===== config.mk =====
export PLATFORM = sky130hd
export DESIGN_NAME = segment_replacement_list_flat
export DESIGN_NICKNAME = d
export VERILOG_FILES = /design/src/sv/srl_pkg.sv /design/src/sv/srl_if.sv /design/src/sv/segment_replacement_list.sv /design/src/sv/srl_ram.sv /design/src/flat_wrapper.sv
export SDC_FILE = /design/constraint.sdc
export NUM_CORES = 1
export LEC_CHECK = 0
export ABC_AREA = 1
export BUFFER_PORTS_ARGS = -buffer_cell sky130_fd_sc_hd__buf_2
export CORE_MARGIN = 4
export CORE_UTILIZATION = 60
export CTS_CLUSTER_SIZE = 40
export DETAILED_ROUTE_END_ITERATION = 7
export PLACE_DENSITY = 0.76
export SLEW_MARGIN = 20
export SYNTH_ARGS = -nofsm -noshare
export SYNTH_HDL_FRONTEND = slang
export SYNTH_SLANG_ARGS = --single-unit

===== constraint.sdc =====
create_clock -name i_clk -period 10.45 [get_ports i_clk]
set_input_delay 1.045 -clock i_clk [delete_from_list [all_inputs] [get_ports i_clk]]
set_output_delay 1.045 -clock i_clk [all_outputs]
set_load 0.1 [all_outputs]

===== src/sv/srl_pkg.sv =====
// package: widths, policy, operation and state codes, lfsr constants for the segment list
`timescale 1ns / 1ps
`default_nettype none
package srl_pkg;
    localparam int SEGMENTS_DEF = 64;
    localparam int SEG_W = 6;
    localparam int CNT_W = 7;
    localparam logic [31:0] LFSR_SEED = 32'd921;
    localparam logic [31:0] LFSR_MASK = 32'h8020_0003;

    typedef enum logic [2:0] {
        POL_FIFO = 3'd0,
        POL_LIFO = 3'd1,
        POL_LRU = 3'd2,
        POL_RANDOM = 3'd3,
        POL_READ_MID = 3'd4,
        POL_WRITE_MID = 3'd5,
        POL_RSV6 = 3'd6,
        POL_RSV7 = 3'd7
    } t_policy;

    typedef enum logic [1:0] {
        OP_NOTIFY = 2'd0,
        OP_MODIFY = 2'd1,
        OP_EVICT = 2'd2,
        OP_NONE = 2'd3
    } t_op;

    typedef enum logic [3:0] {
        ST_IDLE,
        ST_SEARCH,
        ST_REMOVE,
        ST_RND,
        ST_INSERT,
        ST_DONE
    } t_state;
endpackage
`default_nettype wire


===== src/sv/srl_if.sv =====
// valid/ready channel interfaces: request, result and config
`timescale 1ns / 1ps
`default_nettype none
interface srl_req_if;
    logic valid;
    logic ready;
    logic [1:0] operation;
    logic [5:0] segment_id;
    logic write_fault;
    modport source(output valid, operation, segment_id, write_fault, input ready);
    modport sink(input valid, operation, segment_id, write_fault, output ready);
endinterface

interface srl_rsp_if;
    logic valid;
    logic ready;
    logic victim_valid;
    logic [5:0] victim_segment;
    logic [6:0] entries_held;
    modport source(output valid, victim_valid, victim_segment, entries_held, input ready);
    modport sink(input valid, victim_valid, victim_segment, entries_held, output ready);
endinterface

interface srl_cfg_if;
    logic valid;
    logic ready;
    logic [2:0] data;
    modport source(output valid, data, input ready);
    modport sink(input valid, data, output ready);
endinterface
`default_nettype wire


===== src/sv/segment_replacement_list.sv =====
// segment replacement list: ordered list in ram, sequencer for search/shift
// sequence: notify/modify run a search pass, then a removal shift and an insertion shift
//   as needed (one ram entry a cycle); evict runs the removal shift, and random mode
//   first adds a remainder step over the lfsr word (one dividend bit a cycle)
// throughput: one word at a time, next accepted after the result register empties
// reset: synchronous active low clears list length and residency bits, loads lfsr (921), mode fifo
`timescale 1ns / 1ps
`default_nettype none
module segment_replacement_list #(
    parameter int SEGMENTS = srl_pkg::SEGMENTS_DEF
) (
    input wire logic i_clk,
    input wire logic i_rst_n,
    srl_cfg_if.sink cfg,
    srl_req_if.sink req,
    srl_rsp_if.source rsp
);
    import srl_pkg::*;
    localparam int AW = $clog2(SEGMENTS);
    localparam int LW = $clog2(SEGMENTS + 1);

    t_state r_state, n_state;
    t_policy r_mode;
    logic [LW-1:0] r_len;
    logic [SEGMENTS-1:0] r_res;
    logic [31:0] r_lfsr;
    t_op r_op;
    logic [SEG_W-1:0] r_seg;
    logic r_wr;
    logic [LW-1:0] r_idx;       // walk index
    logic [LW-1:0] r_pos;       // target position
    logic [31:0] r_rem;         // dividend shifted out msb first
    logic [LW-1:0] r_mod;       // partial remainder
    logic [4:0] r_cnt;
    logic r_phase;              // read-issued flag for walks
    logic r_shift;              // removal past the victim read
    logic r_vv;
    logic [SEG_W-1:0] r_vs;
    logic r_ov;
    logic [CNT_W-1:0] r_oh;

    logic we;
    logic [AW-1:0] waddr, raddr;
    logic [SEG_W-1:0] wdata, rdata;

    srl_ram #(.WIDTH(SEG_W), .DEPTH(SEGMENTS)) u_order (
        .i_clk(i_clk), .i_we(we), .i_waddr(waddr), .i_wdata(wdata),
        .i_raddr(raddr), .o_rdata(rdata)
    );

    logic in_range, held, midmode, to_mid, full;
    logic acc_req, skip, found, rm_last;
    t_op req_op;
    logic [SEG_W-1:0] victim;
    logic [LW:0] mod_t;
    logic [LW-1:0] mod_nx;

    assign in_range = ({26'd0, req.segment_id} < 32'(SEGMENTS));
    assign held = r_res[AW'(r_seg)];
    assign midmode = (r_mode == POL_READ_MID) || (r_mode == POL_WRITE_MID);
    assign to_mid = (r_mode == POL_READ_MID) ? !r_wr : r_wr;
    assign full = (r_len == LW'(SEGMENTS));
    assign acc_req = req.valid && req.ready;
    assign req_op = t_op'(req.operation);
    assign skip = (!midmode && r_op == OP_MODIFY) ||
                  (!midmode && r_mode != POL_LRU && held) || (!held && full);
    assign found = r_phase && (rdata == r_seg);
    assign rm_last = r_shift ? ((r_idx + 2'd2) >= r_len) :
                     (r_phase && ((r_idx + 1'b1) >= r_len));
    assign victim = r_shift ? r_vs : rdata;
    assign mod_t = {r_mod, r_rem[31]};
    assign mod_nx = (mod_t >= {1'b0, r_len}) ? LW'(mod_t - {1'b0, r_len}) : LW'(mod_t);

    assign cfg.ready = (r_state == ST_IDLE);
    assign req.ready = (r_state == ST_IDLE) && !r_ov;
    assign rsp.valid = r_ov;
    assign rsp.victim_valid = r_vv;
    assign rsp.victim_segment = r_vs;
    assign rsp.entries_held = r_oh;

    logic [31:0] lfsr_nx;
    assign lfsr_nx = r_lfsr[0] ? ((r_lfsr >> 1) ^ LFSR_MASK) : (r_lfsr >> 1);

    // ram port control
    always_comb begin
        we = 1'b0;
        waddr = AW'(r_idx);
        wdata = rdata;
        raddr = AW'(r_idx);
        unique case (r_state)
            ST_REMOVE: begin
                // read victim, then read one ahead while shifting left
                if (r_shift) begin
                    raddr = AW'(r_idx + 2'd2);
                    we = 1'b1;
                end else if (r_phase) begin
                    raddr = AW'(r_idx + 1'b1);
                end
            end
            ST_INSERT: begin
                if (r_idx == r_pos) begin
                    we = 1'b1;
                    wdata = r_seg;
                end else if (r_phase) begin
                    raddr = AW'(r_idx - 2'd2);
                    we = 1'b1;
                end else begin
                    raddr = AW'(r_idx - 1'b1);
                end
            end
            default: ;
        endcase
    end

    // next state
    always_comb begin
        n_state = r_state;
        unique case (r_state)
            ST_IDLE: begin
                if (acc_req) begin
                    if (req_op == OP_EVICT) begin
                        if (r_len == '0) n_state = ST_DONE;
                        else if (r_mode == POL_RANDOM) n_state = ST_RND;
                        else n_state = ST_REMOVE;
                    end else if ((req_op == OP_NOTIFY || req_op == OP_MODIFY) && in_range) begin
                        n_state = ST_SEARCH;
                    end else begin
                        n_state = ST_DONE;
                    end
                end
            end
            ST_SEARCH: begin
                if (skip) n_state = ST_DONE;
                else if (!held) n_state = ST_INSERT;
                else if (found) n_state = ST_REMOVE;
            end
            ST_RND: if (r_cnt == 5'd31) n_state = ST_REMOVE;
            ST_REMOVE: if (rm_last) n_state = (r_op == OP_EVICT) ? ST_DONE : ST_INSERT;
            ST_INSERT: if (r_idx == r_pos) n_state = ST_DONE;
            ST_DONE: n_state = ST_IDLE;
            default: n_state = ST_IDLE;
        endcase
    end

    always_ff @(posedge i_clk) begin
        if (!i_rst_n) begin
            r_state <= ST_IDLE;
            r_mode <= POL_FIFO;
            r_len <= '0;
            r_res <= '0;
            r_lfsr <= LFSR_SEED;
            r_ov <= 1'b0;
            r_phase <= 1'b0;
            r_shift <= 1'b0;
        end else begin
            r_state <= n_state;
            if (cfg.valid && cfg.ready) r_mode <= t_policy'(cfg.data);
            if (r_state == ST_DONE) r_ov <= 1'b1;
            else if (rsp.valid && rsp.ready) r_ov <= 1'b0;
            unique case (r_state)
                ST_IDLE: begin
                    if (acc_req) begin
                        r_op <= req_op;
                        r_seg <= req.segment_id;
                        r_wr <= req.write_fault;
                        r_phase <= 1'b0;
                        r_shift <= 1'b0;
                        r_vv <= 1'b0;
                        r_vs <= '0;
                        r_mod <= '0;
                        r_cnt <= '0;
                        if (req_op == OP_EVICT && r_mode == POL_RANDOM) begin
                            r_pos <= '0;
                            r_idx <= '0;
                            if (r_len != '0) begin
                                r_lfsr <= lfsr_nx;
                                r_rem <= lfsr_nx;
                            end
                        end else if (req_op == OP_EVICT && r_mode != POL_LIFO &&
                                     r_mode != POL_WRITE_MID) begin
                            r_pos <= r_len - 1'b1;
                            r_idx <= r_len - 1'b1;
                        end else begin
                            r_pos <= '0;
                            r_idx <= '0;
                        end
                    end
                end
                ST_RND: begin
                    // restoring remainder of the lfsr word by the list length
                    r_mod <= mod_nx;
                    r_rem <= r_rem << 1;
                    r_cnt <= r_cnt + 1'b1;
                    if (r_cnt == 5'd31) begin
                        r_pos <= mod_nx;
                        r_idx <= mod_nx;
                        r_phase <= 1'b0;
                    end
                end
                ST_SEARCH: begin
                    if (!skip && !held) begin
                        r_pos <= (midmode && to_mid) ? (r_len >> 1) : '0;
                        r_idx <= r_len;
                        r_phase <= 1'b0;
                    end else if (!skip && found) begin
                        r_pos <= r_idx - 1'b1;
                        r_idx <= r_idx - 1'b1;
                        r_phase <= 1'b0;
                    end else if (!skip) begin
                        r_phase <= 1'b1;
                        r_idx <= r_idx + 1'b1;
                    end
                end
                ST_REMOVE: begin
                    if (rm_last) begin
                        r_len <= r_len - 1'b1;
                        r_phase <= 1'b0;
                        r_shift <= 1'b0;
                        if (r_op == OP_EVICT) begin
                            r_vv <= 1'b1;
                            r_vs <= victim;
                            r_res[AW'(victim)] <= 1'b0;
                        end else begin
                            r_res[AW'(r_seg)] <= 1'b0;
                            r_idx <= r_len - 1'b1;
                            r_pos <= (midmode && to_mid) ? ((r_len - 1'b1) >> 1) : '0;
                        end
                    end else if (!r_phase) begin
                        r_phase <= 1'b1;
                    end else if (!r_shift) begin
                        r_vs <= rdata;
                        r_shift <= 1'b1;
                    end else begin
                        r_idx <= r_idx + 1'b1;
                    end
                end
                ST_INSERT: begin
                    // shift right from the tail down to pos, then write segment
                    if (r_idx == r_pos) begin
                        r_len <= r_len + 1'b1;
                        r_res[AW'(r_seg)] <= 1'b1;
                        r_phase <= 1'b0;
                    end else if (!r_phase) begin
                        r_phase <= 1'b1;
                    end else begin
                        r_idx <= r_idx - 1'b1;
                    end
                end
                ST_DONE: begin
                    r_vv <= (r_op == OP_EVICT) && r_vv;
                    r_vs <= ((r_op == OP_EVICT) && r_vv) ? r_vs : '0;
                    r_oh <= CNT_W'(r_len);
                end
                default: ;
            endcase
        end
    end

    a_len_max: assert property (@(posedge i_clk) disable iff (!i_rst_n)
        r_len <= LW'(SEGMENTS)) else $error("list length overflow");
    a_count: assert property (@(posedge i_clk) disable iff (!i_rst_n)
        (r_state == ST_IDLE) |-> ($countones(r_res) == 32'(r_len)))
        else $error("residency bits disagree with length");
    a_novict: assert property (@(posedge i_clk) disable iff (!i_rst_n)
        (rsp.valid && !rsp.victim_valid) |-> (rsp.victim_segment == 6'd0))
        else $error("victim segment without victim");
endmodule
`default_nettype wire


===== src/sv/srl_ram.sv =====
// generic single-port-write, one-read ram with registered read
`timescale 1ns / 1ps
`default_nettype none
module srl_ram #(
    parameter int WIDTH = 6,
    parameter int DEPTH = 64
) (
    input wire logic i_clk,
    input wire logic i_we,
    input wire logic [$clog2(DEPTH)-1:0] i_waddr,
    input wire logic [WIDTH-1:0] i_wdata,
    input wire logic [$clog2(DEPTH)-1:0] i_raddr,
    output logic [WIDTH-1:0] o_rdata
);
    logic [WIDTH-1:0] r_mem [DEPTH];
    always_ff @(posedge i_clk) begin
        if (i_we) begin
            r_mem[i_waddr] <= i_wdata;
        end
        o_rdata <= r_mem[i_raddr];
    end
endmodule
`default_nettype wire

===== src/flat_wrapper.sv =====
// flat-port wrapper written by rule: the top's interface ports become plain ports
module segment_replacement_list_flat import srl_pkg::*;
#(
    parameter int SEGMENTS = srl_pkg::SEGMENTS_DEF
)
  (i_clk, i_rst_n, cfg_valid, cfg_data, cfg_ready, req_valid, req_operation, req_segment_id, req_write_fault, req_ready, rsp_valid, rsp_victim_valid, rsp_victim_segment, rsp_entries_held, rsp_ready);
  srl_cfg_if cfg_i ();
  srl_req_if req_i ();
  srl_rsp_if rsp_i ();
  input wire logic i_clk;
  input wire logic i_rst_n;
  input wire logic [$bits(cfg_i.valid)-1:0] cfg_valid;
  input wire logic [$bits(cfg_i.data)-1:0] cfg_data;
  output wire logic [$bits(cfg_i.ready)-1:0] cfg_ready;
  input wire logic [$bits(req_i.valid)-1:0] req_valid;
  input wire logic [$bits(req_i.operation)-1:0] req_operation;
  input wire logic [$bits(req_i.segment_id)-1:0] req_segment_id;
  input wire logic [$bits(req_i.write_fault)-1:0] req_write_fault;
  output wire logic [$bits(req_i.ready)-1:0] req_ready;
  output wire logic [$bits(rsp_i.valid)-1:0] rsp_valid;
  output wire logic [$bits(rsp_i.victim_valid)-1:0] rsp_victim_valid;
  output wire logic [$bits(rsp_i.victim_segment)-1:0] rsp_victim_segment;
  output wire logic [$bits(rsp_i.entries_held)-1:0] rsp_entries_held;
  input wire logic [$bits(rsp_i.ready)-1:0] rsp_ready;
  assign cfg_i.valid = cfg_valid;
  assign cfg_i.data = cfg_data;
  assign cfg_ready = cfg_i.ready;
  assign req_i.valid = req_valid;
  assign req_i.operation = req_operation;
  assign req_i.segment_id = req_segment_id;
  assign req_i.write_fault = req_write_fault;
  assign req_ready = req_i.ready;
  assign rsp_valid = rsp_i.valid;
  assign rsp_victim_valid = rsp_i.victim_valid;
  assign rsp_victim_segment = rsp_i.victim_segment;
  assign rsp_entries_held = rsp_i.entries_held;
  assign rsp_i.ready = rsp_ready;
  segment_replacement_list #(.SEGMENTS(SEGMENTS)) u_core (.i_clk(i_clk), .i_rst_n(i_rst_n), .cfg(cfg_i), .req(req_i), .rsp(rsp_i));
endmodule

==> summary.md <==
| Metric | Value |
|---|---|
| Share of layout cells above drive strength 1 | 0.06964 |
| Static Leak | 12.55 nW |
| Crit path buffers/inverters | 3 |
| Vias in the first global route | 23.07k |
| Drt pass-1 iters | 6 |
| Worst Path Max Fanout | 134 |
| Residual DRC | 0 |
| Clock Pin Slew Worst Setup and Hold Paths | 0.07 ns |
| Most frequent cells in the layout | nand2_1 (697), nand3_1 (477), edfxtp_1 (465) |
| Clk root buf | clkbuf_16 |
| Synthesized area per cell | 8.832 um2 |
| Comb power frac | 0.448 |
| Avg WL per Cell | 19.43 um |
| Yosys reg bits | 583 |
| Critical path's slowest cell | edfxtp_1 |
| Max-Cap Viols | 0 |
| Total gr overflow | 0 |
| Die height | 230.5 um |
| Synth cell types | 56 |
| Post-synth top flop | edfxtp_1 |
| Total power | 9.826 mW |
| Number of enable flip-flop cells after synthesis | 465 |
| Syn Inst Count | 3364 |
| Slack of the critical path | 5.704 ns |
| Hpwl dp | 47500 um |
| Top-area cell type share of the netlist area | 0.4700 |
| Gpl congestion | 0.9162 |
| TNS Setup | 0 ns |
| Mapped Nets | 3415 |
| R2R Setup Slk | 5.70 ns |
| Worst Path Arrival | 5.28 ns |
| Hold Slack | 0.4877 ns |
| Via density | 5.989 |
| Grt peak-use layer | met2 |
| Slew Limit Fails | 0 |
| Seq pwr share | 0.324 |
| Worst-path cell chain | ha_1, nand2_1, nor2_1, xor2_1, inv_1, ha_1, nand3b_1, nor2_1, nand3_1, nand3_1, nand2_1, nand2_1, nand2_1, nand2_1, nand3_1, clkinv_2, buf_6, o21ai_0, a31oi_1 |
| Post-route ant nets | 0 |
| CTS Buf Count | 60 |
| Sw Share | 0.4439 |
| Clock skew | 0.03172 ns |
| First-pass GRT wire length | 124000 um |
| Total I/O pin count | 34 |
| I/O Buffers | 33 |
| Setup crit end kind | flip-flop |
| Pint | 5.464 mW |
| Die area | 0.05314 mm2 |
| Top Family by Delay on Critical Path | simple AND/OR/NAND/NOR gates |
| Crit-path max cell delay | 0.83 ns |
| Area contributors post-synth | edfxtp_1 (47%), nand2_1 (8.8%), nand3_1 (8.1%) |
| Peak Freq | 210.7 MHz |
| Setup CP Type | reg -> reg |
| CORE AREA | 0.04895 mm2 |
| CTS HTree Levels | 2 |
| CTS tree | yes |
| Nets | 3346 |
| GR Util met1 | 0.3998 |
| Cell taking the most area after synthesis | edfxtp_1 |
| Max_slew headroom | 0.2494 |
| Max Root-Sink Buffers | 3 |
| Worst skew pair latency | 0.63 ns |
| Total global-route track usage | 0.2897 |
| Initial Util | 0.6070 |
| Mapped Area | 0.02971 mm2 |
| Post CTS Setup Buffer Count | 0 |
| Row cnt | 81 |
| Place WS | 5.682 ns |
| RSZ-0062 raised after global routing | false |
| Largest net degree at the start of global routing | 135 |
| Clock share of power | 0.228 |
| Final setup vio count | 0 |
| Critical Path RT | 10.98 ns |
| Status | finished clean |
| Post-layout min period | 4.746 ns |
| Async S/R FF share, synth | 0 |
| DR vias | 24.02k |
| M3 GR Usage | 0.04886 |
| DIE WIDTH | 230.5 um |
| Hold buffer count at cts | 0 |
| Synthesis-to-layout area growth | 8.182% |
| Ys Warns | 0 |
| Startpoint type of the worst setup path | flip-flop |
| Crit path top cell by count | nand2_1 |
| DRT iter0 DRCs | 2423 |
| Power per cell area | 305.7 mW/mm2 |
| Worst-margin pin slew | 1.118 ns |
| Final Hold Fails | 0 |
| Initial antenna violation count | 0 |
| Diode count | 0 |
| Register area share after synthesis | 0.5495 |
| PostCTS Resize Cnt | 0 |
| CTS Sinks | 583 |
| Met2 Resource Use GR | 0.4745 |
| Fin crit share | 0.4542 |
| Most common cell after layout, fill and taps aside | nand2_1 |
| HP Class | reg -> reg |
| Net Switching | 4.362 mW |
| Worst vdd ir | 369.3 uV |
| Routed WL | 77930 um |
-- worst reg2reg max path, stage by stage (launching register included) --
cell      delay (ns)
edfxtp_1        0.83
ha_1            0.30
nand2_1         0.08
nor2_1          0.18
xor2_1          0.25
inv_1           0.09
ha_1            0.33
nand3b_1        0.09
nor2_1          0.10
nand3_1         0.08
nand3_1         0.08
nand2_1         0.05
nand2_1         0.10
nand2_1         0.31
nand2_1         0.27
nand3_1         0.26
clkinv_2        0.10
buf_6           0.61
o21ai_0         0.30
a31oi_1         0.27
-- kinds of logic (layout without fill, tap and decap cells) --
family | Yosys count | in the layout | share of synthesized area
AND/OR/NAND/NOR | 1677 | 1677 | 0.2564
buffers and inverters | 597 | 579 | 0.08431
flip-flops | 583 | 583 | 0.5495
AO/OA/AOI/OAI | 445 | 445 | 0.08700
adder cells (fa/ha/maj) | 34 | 34 | 0.01457
XOR/XNOR | 27 | 27 | 0.007959
multiplexers | 1 | 1 | 0.0003369
-- power by group through the flow --
| stage | registers [mW] | logic, mW | clock network [mW] |
|---|---|---|---|
| 3_5_place_dp | 3.22 | 4.31 | 0 |
| 4_1_cts | 3.17 | 4.34 | 2.26 |
| 6_report | 3.19 | 4.40 | 2.24 |
| 2_1_floorplan | 3.25 | 3.14 | 0 |
| 5_1_grt | 3.21 | 4.82 | 2.36 |
| 3_3_place_gp | 3.21 | 4.20 | 0 |
-- layout make-up --
cell class / count / area [um2]
fill: 4010 / 16810
clock buffer: 77 / 1677
sequential: 583 / 16330
clock inverter: 36 / 401.6
tap: 664 / 830.8
inverter: 408 / 1535
timing repair buffer: 58 / 384.1
multi-input combinational: 2184 / 10990
-- registers in the layout (all words and copies together), names as in the netlist, 2 cells and up --
name and cells:
u_core.r_cnt 5, u_core.r_pos 7, u_core.r_lfsr 32, u_core.r_len 7
u_core.r_op 2, u_core.r_seg 6, u_core.r_state 3, u_core.rsp.entries_held 7
u_core.r_mode 3, u_core.r_mod 7, u_core.r_idx 7, u_core.rsp.victim_segment 6
u_core.r_rem 32, u_core.u_order.r_mem 384, u_core.u_order.o_rdata 6, u_core.r_res 64
-- path summary, 6_finish.rpt --
check	cells past startpoint	startpoint	to
worst max-delay path	19	u_core.r_idx[0]	u_core.r_res[54]
worst min-delay path	2	u_core.r_lfsr[4]	u_core.r_lfsr[3]
worst max register to register	19	u_core.r_idx[0]	u_core.r_res[54]
worst min register to register	2	u_core.r_lfsr[4]	u_core.r_lfsr[3]
-- per-layer routing --
metal | routed length [um] | share of wire
met5 | 0 | 0
met4 | 2342 | 0.030
met3 | 6925 | 0.089
met2 | 36690 | 0.47
met1 | 31970 | 0.41
-- stage by stage --
step | std cells | area [um2] | utilization
detailed placement | 3896 | 30020 | 0.6132
global route | 4010 | 32140 | 0.6566
finish | 4010 | 32140 | 0.6566
CTS | 4009 | 32090 | 0.6557
floorplan | 3364 | 29710 | -
global placement | 3896 | 30020 | 0.6132
-- cells in the mapped netlist (5+ instances only) --
cell,n
nand3b_1,122
o22ai_1,5
buf_2,79
inv_2,21
dfxtp_1,118
nor2_4,6
nand2_1,697
buf_4,30
nor3_1,21
nand4_1,22
o311ai_0,18
o21a_1,5
nor3_2,5
o21ai_0,231
a211oi_1,5
o211ai_1,32
ha_1,33
clkbuf_1,70
xnor2_1,7
o21ai_1,14
nor2_1,296
inv_1,384
a21oi_1,45
edfxtp_1,465
buf_6,7
nand3_1,478
a31oi_1,67
nand2_2,8
or2_2,7
xor2_1,20
Note: power is estimated with default switching activity, not from simulation.
